### src/hw/rtl/assert_macros.svh
// Assertion macros shared by the entity decoder RTL.
`ifndef ASSERT_MACROS_SVH
`define ASSERT_MACROS_SVH

// Property must hold at every rising clock edge outside reset.
`define HE_ASSERT(lbl, clk, rstn, prop) \
  lbl: assert property (@(posedge clk) disable iff (!rstn) (prop)) \
    else $error("assertion failed");

// Condition must never be seen at a rising clock edge outside reset.
`define HE_NEVER(lbl, clk, rstn, cond) \
  lbl: assert property (@(posedge clk) disable iff (!rstn) !(cond)) \
    else $error("forbidden condition seen");

`endif

### src/hw/rtl/htmlent_pkg.sv
// Shared constants and types of the HTML entity decoder.
package htmlent_pkg;

  // Entity window depth, ampersand included
  localparam int EntWin = 12;
  localparam int CntW   = $clog2(EntWin + 1);
  localparam int PosW   = $clog2(EntWin);

  // Numeric references must stay below this value
  localparam int NumLimit = 128;
  localparam int ValW     = $clog2(NumLimit);
  localparam int AccW     = ValW + 4;

  // Characters of interest
  localparam logic [7:0] ChAmp   = 8'h26;
  localparam logic [7:0] ChSemi  = 8'h3B;
  localparam logic [7:0] ChHash  = 8'h23;
  localparam logic [7:0] ChLt    = 8'h3C;
  localparam logic [7:0] ChGt    = 8'h3E;
  localparam logic [7:0] ChQuot  = 8'h22;
  localparam logic [7:0] ChApos  = 8'h27;

  // Source of an emitted byte
  typedef enum logic [1:0] {
    EMIT_HEAD  = 2'd0,
    EMIT_AMP   = 2'd1,
    EMIT_NAMED = 2'd2,
    EMIT_NUM   = 2'd3
  } emit_sel_e;

  // Controller to datapath
  typedef struct packed {
    logic      load;
    logic      shift;
    logic      dec_start;
    logic      dec_step;
    logic      drop_load;
    logic      drop_step;
    logic      emit;
    emit_sel_e emit_sel;
  } cmd_t;

  // Datapath to controller
  typedef struct packed {
    logic cnt_zero;
    logic head_amp;
    logic semi_found;
    logic named_hit;
    logic numeric_form;
    logic dec_done;
    logic num_ok;
    logic drop_last;
    logic full;
    logic eot_held;
    logic out_free;
  } sts_t;

endpackage

### src/hw/rtl/html_entity_decoder.sv
// Top level of the HTML character entity decoder.
// Input stream: one text byte per transfer on s_axis, tlast on the final byte
// of a text run. Output stream: decoded bytes on m_axis, tlast on the final
// decoded byte of the run. A '&' opens a window of up to 12 bytes; a ';'
// inside it closes an entity (named lt/gt/amp/quot/apos, decimal or hex
// numeric) which is replaced by one character. A failed window releases its
// '&' raw and the following bytes are scanned again; at end of run any open
// window is flushed raw.
// Flow: an input transfer is taken only when the scan of the previous byte
// has finished. A plain byte is accepted, emitted, then ends the scan. A
// numeric entity adds a decode set-up step, a step per digit position after
// '#' or '#x' and a step per consumed window byte; a failed window rescans
// its bytes. All of this runs on the single scan sequencer over the window
// buffer.
// Output has a one-entry register: the scan continues while a result waits
// and pauses only when another byte must be emitted while m_axis is stalled.
// Reset empties the window and clears the output valid flag; no clearing pass.
module html_entity_decoder (
  input  logic       clk_i,
  input  logic       rst_ni,
  input  logic       s_axis_tvalid,
  output logic       s_axis_tready,
  input  logic [7:0] s_axis_tdata,   // [7:0] text_byte
  input  logic       s_axis_tlast,   // end_of_text
  output logic       m_axis_tvalid,
  input  logic       m_axis_tready,
  output logic [7:0] m_axis_tdata,   // [7:0] decoded_byte
  output logic       m_axis_tlast    // last_byte
);

  htmlent_pkg::cmd_t cmd;
  htmlent_pkg::sts_t sts;

  htmlent_ctrl u_ctrl (
    .clk_i      (clk_i),
    .rst_ni     (rst_ni),
    .in_valid_i (s_axis_tvalid),
    .in_ready_o (s_axis_tready),
    .sts_i      (sts),
    .cmd_o      (cmd)
  );

  htmlent_dp u_dp (
    .clk_i       (clk_i),
    .rst_ni      (rst_ni),
    .cmd_i       (cmd),
    .sts_o       (sts),
    .in_byte_i   (s_axis_tdata),
    .in_last_i   (s_axis_tlast),
    .out_valid_o (m_axis_tvalid),
    .out_byte_o  (m_axis_tdata),
    .out_last_o  (m_axis_tlast),
    .out_ready_i (m_axis_tready)
  );

endmodule

### src/hw/rtl/htmlent_dp.sv
// Datapath of the entity decoder: window buffer, numeric accumulator, output register.
`include "assert_macros.svh"

module htmlent_dp (
  input  logic                clk_i,
  input  logic                rst_ni,
  input  htmlent_pkg::cmd_t   cmd_i,
  output htmlent_pkg::sts_t   sts_o,
  input  logic [7:0]          in_byte_i,
  input  logic                in_last_i,
  output logic                out_valid_o,
  output logic [7:0]          out_byte_o,
  output logic                out_last_o,
  input  logic                out_ready_i
);

  logic [7:0]                      buf_q [htmlent_pkg::EntWin];
  logic [htmlent_pkg::CntW-1:0]    cnt_q, cnt_d;
  logic                            eot_q;
  logic [htmlent_pkg::PosW-1:0]    k_q, end_q;
  logic [htmlent_pkg::ValW-1:0]    val_q;
  logic                            big_q, hex_q;
  logic [htmlent_pkg::CntW-1:0]    drop_q;
  logic                            out_valid_q;
  logic [7:0]                      out_byte_q;
  logic                            out_last_q;

  logic                            semi_found;
  logic [htmlent_pkg::PosW-1:0]    semi_pos;
  logic                            named_hit;
  logic [7:0]                      named_char;
  logic [7:0]                      dig_byte;
  logic [3:0]                      dig_val;
  logic                            dig_use;
  logic [htmlent_pkg::AccW-1:0]    acc;
  logic                            out_free;
  logic [7:0]                      emit_byte;
  logic                            emit_last;
  logic [htmlent_pkg::CntW-1:0]    cnt_m1;

  function automatic logic [3:0] hex_val(input logic [7:0] c);
    logic [3:0] r;
    r = 4'd0;
    if (c >= 8'h30 && c <= 8'h39) r = 4'(c - 8'h30);
    else if (c >= 8'h61 && c <= 8'h66) r = 4'(c - 8'h57);
    else if (c >= 8'h41 && c <= 8'h46) r = 4'(c - 8'h37);
    return r;
  endfunction

  // First semicolon after the head within the filled part of the window
  always_comb begin
    semi_found = 1'b0;
    semi_pos   = '0;
    for (int p = 1; p < htmlent_pkg::EntWin; p++) begin
      if (!semi_found && htmlent_pkg::CntW'(p) < cnt_q && buf_q[p] == htmlent_pkg::ChSemi) begin
        semi_found = 1'b1;
        semi_pos   = htmlent_pkg::PosW'(p);
      end
    end
  end

  // Named forms, matched on fixed window positions
  always_comb begin
    named_hit  = 1'b1;
    named_char = htmlent_pkg::ChAmp;
    if (semi_pos == htmlent_pkg::PosW'(3) && buf_q[1] == 8'h6C && buf_q[2] == 8'h74)
      named_char = htmlent_pkg::ChLt;
    else if (semi_pos == htmlent_pkg::PosW'(3) && buf_q[1] == 8'h67 && buf_q[2] == 8'h74)
      named_char = htmlent_pkg::ChGt;
    else if (semi_pos == htmlent_pkg::PosW'(4) && buf_q[1] == 8'h61 && buf_q[2] == 8'h6D
             && buf_q[3] == 8'h70)
      named_char = htmlent_pkg::ChAmp;
    else if (semi_pos == htmlent_pkg::PosW'(5) && buf_q[1] == 8'h71 && buf_q[2] == 8'h75
             && buf_q[3] == 8'h6F && buf_q[4] == 8'h74)
      named_char = htmlent_pkg::ChQuot;
    else if (semi_pos == htmlent_pkg::PosW'(5) && buf_q[1] == 8'h61 && buf_q[2] == 8'h70
             && buf_q[3] == 8'h6F && buf_q[4] == 8'h73)
      named_char = htmlent_pkg::ChApos;
    else
      named_hit = 1'b0;
  end

  // One digit per cycle into the accumulator
  always_comb begin
    dig_byte = buf_q[k_q];
    if (hex_q) begin
      dig_val = hex_val(dig_byte);
      dig_use = 1'b1;
    end else begin
      dig_val = 4'(dig_byte - 8'h30);
      dig_use = (dig_byte >= 8'h30 && dig_byte <= 8'h39);
    end
    if (hex_q) acc = {htmlent_pkg::AccW'(val_q)} << 4;
    else       acc = htmlent_pkg::AccW'(val_q) * htmlent_pkg::AccW'(10);
    acc = acc + htmlent_pkg::AccW'(dig_val);
  end

  // Output byte selection and last-byte mark
  assign cnt_m1 = cnt_q - htmlent_pkg::CntW'(1);
  always_comb begin
    case (cmd_i.emit_sel)
      htmlent_pkg::EMIT_HEAD: begin
        emit_byte = buf_q[0];
        emit_last = eot_q && cnt_q == htmlent_pkg::CntW'(1);
      end
      htmlent_pkg::EMIT_AMP: begin
        emit_byte = htmlent_pkg::ChAmp;
        emit_last = eot_q && cnt_q == htmlent_pkg::CntW'(1);
      end
      htmlent_pkg::EMIT_NAMED: begin
        emit_byte = named_char;
        emit_last = eot_q && htmlent_pkg::CntW'(semi_pos) == cnt_m1;
      end
      default: begin
        emit_byte = {{(8 - htmlent_pkg::ValW){1'b0}}, val_q};
        emit_last = eot_q && htmlent_pkg::CntW'(end_q) == cnt_m1;
      end
    endcase
  end

  // Fill count
  always_comb begin
    cnt_d = cnt_q;
    if (cmd_i.load)       cnt_d = cnt_q + htmlent_pkg::CntW'(1);
    else if (cmd_i.shift) cnt_d = cnt_m1;
  end

  // Control registers
  always_ff @(posedge clk_i or negedge rst_ni) begin
    if (!rst_ni) begin
      cnt_q       <= '0;
      eot_q       <= 1'b0;
      out_valid_q <= 1'b0;
    end else begin
      cnt_q <= cnt_d;
      if (cmd_i.load) eot_q <= in_last_i;
      if (cmd_i.emit)       out_valid_q <= 1'b1;
      else if (out_ready_i) out_valid_q <= 1'b0;
    end
  end

  // Window buffer: append at the fill point, consume from the head
  always_ff @(posedge clk_i) begin
    for (int i = 0; i < htmlent_pkg::EntWin - 1; i++) begin
      if (cmd_i.load && cnt_q == htmlent_pkg::CntW'(i)) buf_q[i] <= in_byte_i;
      else if (cmd_i.shift) buf_q[i] <= buf_q[i + 1];
    end
    if (cmd_i.load && cnt_q == htmlent_pkg::CntW'(htmlent_pkg::EntWin - 1))
      buf_q[htmlent_pkg::EntWin - 1] <= in_byte_i;
  end

  // Numeric decode and drop counter
  always_ff @(posedge clk_i) begin
    if (cmd_i.dec_start) begin
      end_q <= semi_pos;
      hex_q <= (buf_q[2] == 8'h78 || buf_q[2] == 8'h58);
      k_q   <= (buf_q[2] == 8'h78 || buf_q[2] == 8'h58) ? htmlent_pkg::PosW'(3)
                                                       : htmlent_pkg::PosW'(2);
      val_q <= '0;
      big_q <= 1'b0;
    end else if (cmd_i.dec_step) begin
      k_q <= k_q + htmlent_pkg::PosW'(1);
      if (!big_q && dig_use) begin
        val_q <= acc[htmlent_pkg::ValW-1:0];
        big_q <= acc >= htmlent_pkg::AccW'(htmlent_pkg::NumLimit);
      end
    end
    if (cmd_i.drop_load) begin
      drop_q <= (cmd_i.emit_sel == htmlent_pkg::EMIT_NAMED)
                  ? htmlent_pkg::CntW'(semi_pos) + htmlent_pkg::CntW'(1)
                  : htmlent_pkg::CntW'(end_q) + htmlent_pkg::CntW'(1);
    end else if (cmd_i.drop_step) begin
      drop_q <= drop_q - htmlent_pkg::CntW'(1);
    end
  end

  // Output payload
  always_ff @(posedge clk_i) begin
    if (cmd_i.emit) begin
      out_byte_q <= emit_byte;
      out_last_q <= emit_last;
    end
  end

  assign out_free    = !out_valid_q || out_ready_i;
  assign out_valid_o = out_valid_q;
  assign out_byte_o  = out_byte_q;
  assign out_last_o  = out_last_q;

  // Status back to the controller
  always_comb begin
    sts_o.cnt_zero     = cnt_q == '0;
    sts_o.head_amp     = buf_q[0] == htmlent_pkg::ChAmp;
    sts_o.semi_found   = semi_found;
    sts_o.named_hit    = named_hit;
    sts_o.numeric_form = semi_pos >= htmlent_pkg::PosW'(2) && buf_q[1] == htmlent_pkg::ChHash;
    sts_o.dec_done     = k_q == end_q;
    sts_o.num_ok       = !big_q && val_q != '0;
    sts_o.drop_last    = drop_q == htmlent_pkg::CntW'(1);
    sts_o.full         = cnt_q == htmlent_pkg::CntW'(htmlent_pkg::EntWin);
    sts_o.eot_held     = eot_q;
    sts_o.out_free     = out_free;
  end

  `HE_NEVER(a_fill_range, clk_i, rst_ni, cnt_q > htmlent_pkg::CntW'(htmlent_pkg::EntWin))
  `HE_NEVER(a_no_overwrite, clk_i, rst_ni, cmd_i.emit && out_valid_q && !out_ready_i)

endmodule

### src/hw/rtl/htmlent_ctrl.sv
// Controller state machine of the entity decoder.
`include "assert_macros.svh"

module htmlent_ctrl (
  input  logic              clk_i,
  input  logic              rst_ni,
  input  logic              in_valid_i,
  output logic              in_ready_o,
  input  htmlent_pkg::sts_t sts_i,
  output htmlent_pkg::cmd_t cmd_o
);

  typedef enum logic [3:0] {
    ST_IDLE   = 4'b0001,
    ST_SCAN   = 4'b0010,
    ST_DECODE = 4'b0100,
    ST_DROP   = 4'b1000
  } state_e;

  state_e state_q, state_d;

  assign in_ready_o = (state_q == ST_IDLE);

  // Next state and datapath commands
  always_comb begin
    state_d = state_q;
    cmd_o   = '0;
    unique case (state_q)
      ST_IDLE: begin
        if (in_valid_i) begin
          cmd_o.load = 1'b1;
          state_d    = ST_SCAN;
        end
      end
      ST_SCAN: begin
        if (sts_i.cnt_zero) begin
          state_d = ST_IDLE;
        end else if (!sts_i.head_amp) begin
          if (sts_i.out_free) begin
            cmd_o.emit     = 1'b1;
            cmd_o.emit_sel = htmlent_pkg::EMIT_HEAD;
            cmd_o.shift    = 1'b1;
          end
        end else if (sts_i.semi_found) begin
          if (sts_i.named_hit) begin
            if (sts_i.out_free) begin
              cmd_o.emit      = 1'b1;
              cmd_o.emit_sel  = htmlent_pkg::EMIT_NAMED;
              cmd_o.drop_load = 1'b1;
              state_d         = ST_DROP;
            end
          end else if (sts_i.numeric_form) begin
            cmd_o.dec_start = 1'b1;
            state_d         = ST_DECODE;
          end else if (sts_i.out_free) begin
            cmd_o.emit     = 1'b1;
            cmd_o.emit_sel = htmlent_pkg::EMIT_AMP;
            cmd_o.shift    = 1'b1;
          end
        end else if (sts_i.full || sts_i.eot_held) begin
          // window cannot close: ampersand goes out raw
          if (sts_i.out_free) begin
            cmd_o.emit     = 1'b1;
            cmd_o.emit_sel = htmlent_pkg::EMIT_AMP;
            cmd_o.shift    = 1'b1;
          end
        end else begin
          // open window stays for the next byte
          state_d = ST_IDLE;
        end
      end
      ST_DECODE: begin
        if (!sts_i.dec_done) begin
          cmd_o.dec_step = 1'b1;
        end else if (sts_i.out_free) begin
          cmd_o.emit = 1'b1;
          if (sts_i.num_ok) begin
            cmd_o.emit_sel  = htmlent_pkg::EMIT_NUM;
            cmd_o.drop_load = 1'b1;
            state_d         = ST_DROP;
          end else begin
            cmd_o.emit_sel = htmlent_pkg::EMIT_AMP;
            cmd_o.shift    = 1'b1;
            state_d        = ST_SCAN;
          end
        end
      end
      ST_DROP: begin
        cmd_o.shift     = 1'b1;
        cmd_o.drop_step = 1'b1;
        if (sts_i.drop_last) state_d = ST_SCAN;
      end
      default: state_d = ST_IDLE;
    endcase
  end

  always_ff @(posedge clk_i or negedge rst_ni) begin
    if (!rst_ni) state_q <= ST_IDLE;
    else         state_q <= state_d;
  end

  `HE_ASSERT(a_window_head, clk_i, rst_ni,
             (state_q == ST_IDLE && !sts_i.cnt_zero) |-> sts_i.head_amp)
  `HE_ASSERT(a_eot_flushed, clk_i, rst_ni,
             (state_q == ST_IDLE && sts_i.eot_held) |-> sts_i.cnt_zero)

endmodule

### config.mk
export PLATFORM = sky130hd
export DESIGN_NAME = html_entity_decoder
export DESIGN_NICKNAME = d
export VERILOG_FILES = /design/src/hw/rtl/htmlent_pkg.sv /design/src/hw/rtl/html_entity_decoder.sv /design/src/hw/rtl/htmlent_dp.sv /design/src/hw/rtl/htmlent_ctrl.sv
export VERILOG_INCLUDE_DIRS = /design/src /design/src/hw/rtl
export SDC_FILE = /design/constraint.sdc
export NUM_CORES = 1
export LEC_CHECK = 0
export BUFFER_PORTS_ARGS = -buffer_cell sky130_fd_sc_hd__buf_2
export CAP_MARGIN = 40
export CORE_ASPECT_RATIO = 0.9
export CORE_MARGIN = 8
export CORE_UTILIZATION = 60
export CTS_CLUSTER_SIZE = 8
export DETAILED_ROUTE_END_ITERATION = 12
export PLACE_DENSITY = 0.77
export SYNTH_ARGS = -nofsm -noshare
export SYNTH_HDL_FRONTEND = slang
export SYNTH_SLANG_ARGS = --single-unit
### constraint.sdc
create_clock -name clk_i -period 5.2 [get_ports clk_i]
set_clock_uncertainty 0.05 [all_clocks]
set_input_delay 0.26 -clock clk_i [delete_from_list [all_inputs] [get_ports clk_i]]
set_output_delay 0.26 -clock clk_i [all_outputs]
set_load 0.02 [all_outputs]
==> impl.org <==
** Timing
- In this run the tightest slew margin relative to its limit is 44.9%.
- Share of the clock period used by the worst path after layout :: 94.6%
- Setup repair after global routing left no endpoint under its margin.
- Hold is met by 0.175 ns.
- Max Clock Freq :: 0.203 GHz
- At the pin with the least slew margin, the transition time is 0.814 ns.
- Number of max-slew violations in the final report :: 0
- Final Critical Period :: 4.92 ns
- Final TNS setup :: 0 ns
- Setup violators final :: 0
- Number of hold violations in the final report :: 0

** Clock network
- Clock-pin slew was measured on the worst setup and hold paths at 0.06 ns.
- Cell at the root of the clock tree :: clkbuf_16
- CTS tree :: done
- Clk sinks :: 136
- Clock latency of the later-clocked register in the worst-skew pair :: 0.43 ns
- The H-tree generated during clock tree synthesis spans 4 levels.
- Number of CTS-inserted buffers :: 17
- The longest clock path from root to sink contains 2 buffers.

** Logic synthesis
- By area the synthesized netlist is led by edfxtp_1 (41%), nand2_1 (9.5%), mux4_2 (6.3%), ha_1 (4.2%), dfrtp_1 (2.6%).
- Proportion of synthesized chip area in sequential cells :: 45.9%
- The synthesized design spends more area on one cell type than any other, namely edfxtp_1.
- Commonest cells in the netlist :: nand2_1 (218), edfxtp_1 (118), nor2_1 (41)
- Yosys synthesis warning count :: 0
- Synthesis produced 823 cells.
- Net count after synthesis :: 867
- The synthesized netlist occupies a cell area of 8620 µm².
- Counting distinct cell types in the post-synthesis netlist gives 87.
- Of all flip-flops after synthesis, the portion carrying an async set or reset was 7.35%.
- Each instance of the synthesized netlist takes up on average 10.5 µm².
- For this run, the leading register cell type out of synthesis is edfxtp_1.
- Proportion of netlist area held by the largest area contributor :: 41.1%
- Synthesis-stage register bit count :: 136
- Top-count cell post-synth :: nand2_1
- Number of enable-type register cells in the synthesized netlist :: 118

** Placement
- Port buffer count :: 23
- Final Wtd Congestion :: 1.05
- Hpwl dp :: 18.0 mm
- After detailed placement, the total cell area comes to 8970 µm².

** Power
- Of the total power, combinational logic draws 27.8%.
- Switching share of power :: 36.6%
- Total design power :: 4310 µW
- Maximum VDD drop :: 413 µV
- Leakage power figure :: 0.00380 µW
- Internal portion of total power :: 2730 µW
- For this design the ratio of total power to cell area is 444 nW/µm².
- For this design the total switching power over the nets is 1580 µW.
- Of the total power, the clock network draws 28.5%.
- Registers are responsible for 43.7% of the overall power.

** Detailed routing
- Initial DRC count :: 868
- After detailed routing, the total wire length is 24.4 mm.
- Detailed-router iteration count before antenna repair :: 6
- The count of nets left with antenna violations once routing finished came out at 0.
- Vias per cell :: 6.57
- Detailed routing inserted a total of 7041 vias.
- Post-route DRC :: 0
- Dividing the detail-routed wire length by the instance count gives 22.8 µm.

** Global routing
- For this run, global-route usage on met3 was measured as 6.90%.
- GR Overflow Total :: 0
- Met1 routing resource usage after global routing :: 36.7%
- Wire length of the first global-routing pass :: 37.9 mm
- Maximum number of pins on one net before global-route repair :: 54
- The initial antenna violation count was 0.
- Number of global-route vias before repair :: 6826
- GRT Util Overall :: 27.2%
- M2 GR Usage :: 42.7%
- Global route hottest layer :: met2

** Floorplanning
- Die area :: 18500 µm²
- The die is 142 µm wide.
- The floorplan has 41 rows.
- After floorplanning, the core was sized to cover 14100 µm².
- Total I/O pin count :: 24
- Once the floorplan was initialized, standard cells occupied 61.3% of the core.
- The die is 130 µm tall.

** Worst setup path
- Data on the critical path arrives at its endpoint at 5.15 ns.
- CP Max Fanout :: 13
- Category of the critical setup timing path :: reg2reg
- Element type at the critical path end :: register
- Data on the critical path is required at its endpoint by 5.42 ns.
- Setup slack on the worst reg-to-reg path comes out at 0.28 ns.
- Critical Path Start Type :: register

** Cells and area
- Number of antenna cells inserted :: 0
- Cell area after layout :: 9700 µm²
- Share of post-route cells with drive strength above 1 :: 17.5%
- Final-stage net count :: 910
- From synthesis to final layout, the design area changed by 12.5%.

** Worst hold path
- The worst hold path belongs to the class in2async.

** Job
- Max_cap viols :: 0

** Run status
- Run status :: completed
-- area by class of cell --
type	count	area (µm²)
Timing Repair Buffer	63	442
Tap cell	193	241
Clock inverter	14	163
Inverter	22	82.6
Fill cell	1067	4360
Multi-Input combinational cell	626	4390
Clock buffer	18	429
Sequential cell	136	3960
-- cells in the final DEF (no fill, tap or decap), types with 10 or more instances in the layout --
cell           synthesis  layout
mux2_2                10      10
mux4_2                24      24
a21oi_1               18      18
nand2_1              218     218
nor2_1                41      41
clkbuf_16              0      17
buf_2                 16      23
inv_1                 22      22
nand3_1               12      12
nor3_1                19      17
nand2b_1              11      11
o21ai_0               18      18
a21o_1                12      12
buf_4                  9      28
o211ai_1              14      14
xnor2_1               19      19
edfxtp_1             118     118
ha_1                  29      28
dlygate4sd3_1          0      10
mux2i_1               20      20
nor2b_1               12      12
-- what timing repair did --
item / CTS / global route
hold endpoints to repair: 19 / 0
endpoints found under the setup margin: 2 / 5
buffers inserted: 0 / 1
gates resized for setup: 1 / 5
hold buffers: 10 / 0
-- final timing paths --
path / from / to / depth (start not counted)
worst max-delay path: u_dp.cnt_q[3] / u_dp.out_last_o / 14
worst min-delay path: rst_ni / u_ctrl.state_q[1] / 2
worst max register to register: u_dp.cnt_q[3] / u_dp.out_last_o / 14
worst min register to register: u_dp.big_q / u_dp.big_q / 2
max in group asynchronous: rst_ni / u_ctrl.state_q[0] / 2
min in group clk_i: m_axis_tready / u_dp.out_valid_o / 3
-- flip-flops by register name, indices dropped and copies added, names as in the netlist --
signal / cells
u_ctrl.state_q: 4
u_dp.big_q: 1
u_dp.buf_q: 96
u_dp.cnt_q: 4
u_dp.drop_q: 4
u_dp.end_q: 4
u_dp.eot_q: 1
u_dp.hex_q: 1
u_dp.k_q: 4
u_dp.out_byte_o: 8
u_dp.out_last_o: 1
u_dp.out_valid_o: 1
u_dp.val_q: 7
-- cell families after synthesis --
group	after synthesis	synth area share [%]
XOR/XNOR	23	2.34
buffers and inverters	61	3.71
flip-flops	136	45.9
AND/OR/NAND/NOR	399	23.0
adder cells (fa/ha/maj)	31	4.67
AO/OA/AOI/OAI	118	10.4
multiplexers	55	10.1
-- critical path, stage by stage (launching register included) --
cell,delay [ns]
dfrtp_1,0.68
a21oi_1,0.17
or4b_2,0.78
a2111oi_2,0.46
o21ai_0,0.31
o211ai_1,0.25
nand3b_1,0.12
a21oi_1,0.27
ha_2,0.39
nor2b_1,0.09
a31oi_1,0.32
xnor2_1,0.17
nand2_1,0.06
or4_1,0.51
mux2i_1,0.14
-- layer usage --
layer | up-vias | wire length [µm] | share of wire (%)
met3 | 38 | 2710 | 11
li1 | 3134 | - | -
met2 | 449 | 11200 | 46
met1 | 3420 | 10100 | 41
met5 | - | 0 | 0
met4 | 0 | 388 | 1.6
-- metrics by stage --
step	util [%]	setup slack [ns]	std cells
after detailed placement	63.8	0.0386	1028
after global routing	69.0	0.0552	1072
after floorplan	-	0.444	823
final	69.0	0.279	1072
after global placement	63.5	0.139	1023
after CTS	68.7	0.111	1070
-- power groups by stage --
stage               clock network [µW]  logic [µW]  registers (µW)
floorplan                            0         859            1740
global route                      1280        1290            1900
global placement                     0        1110            1870
finish                            1230        1200            1880
CTS                               1240        1170            1860
detailed placement                   0        1150            1880
No activity file was read; power rests on OpenSTA's default activity.
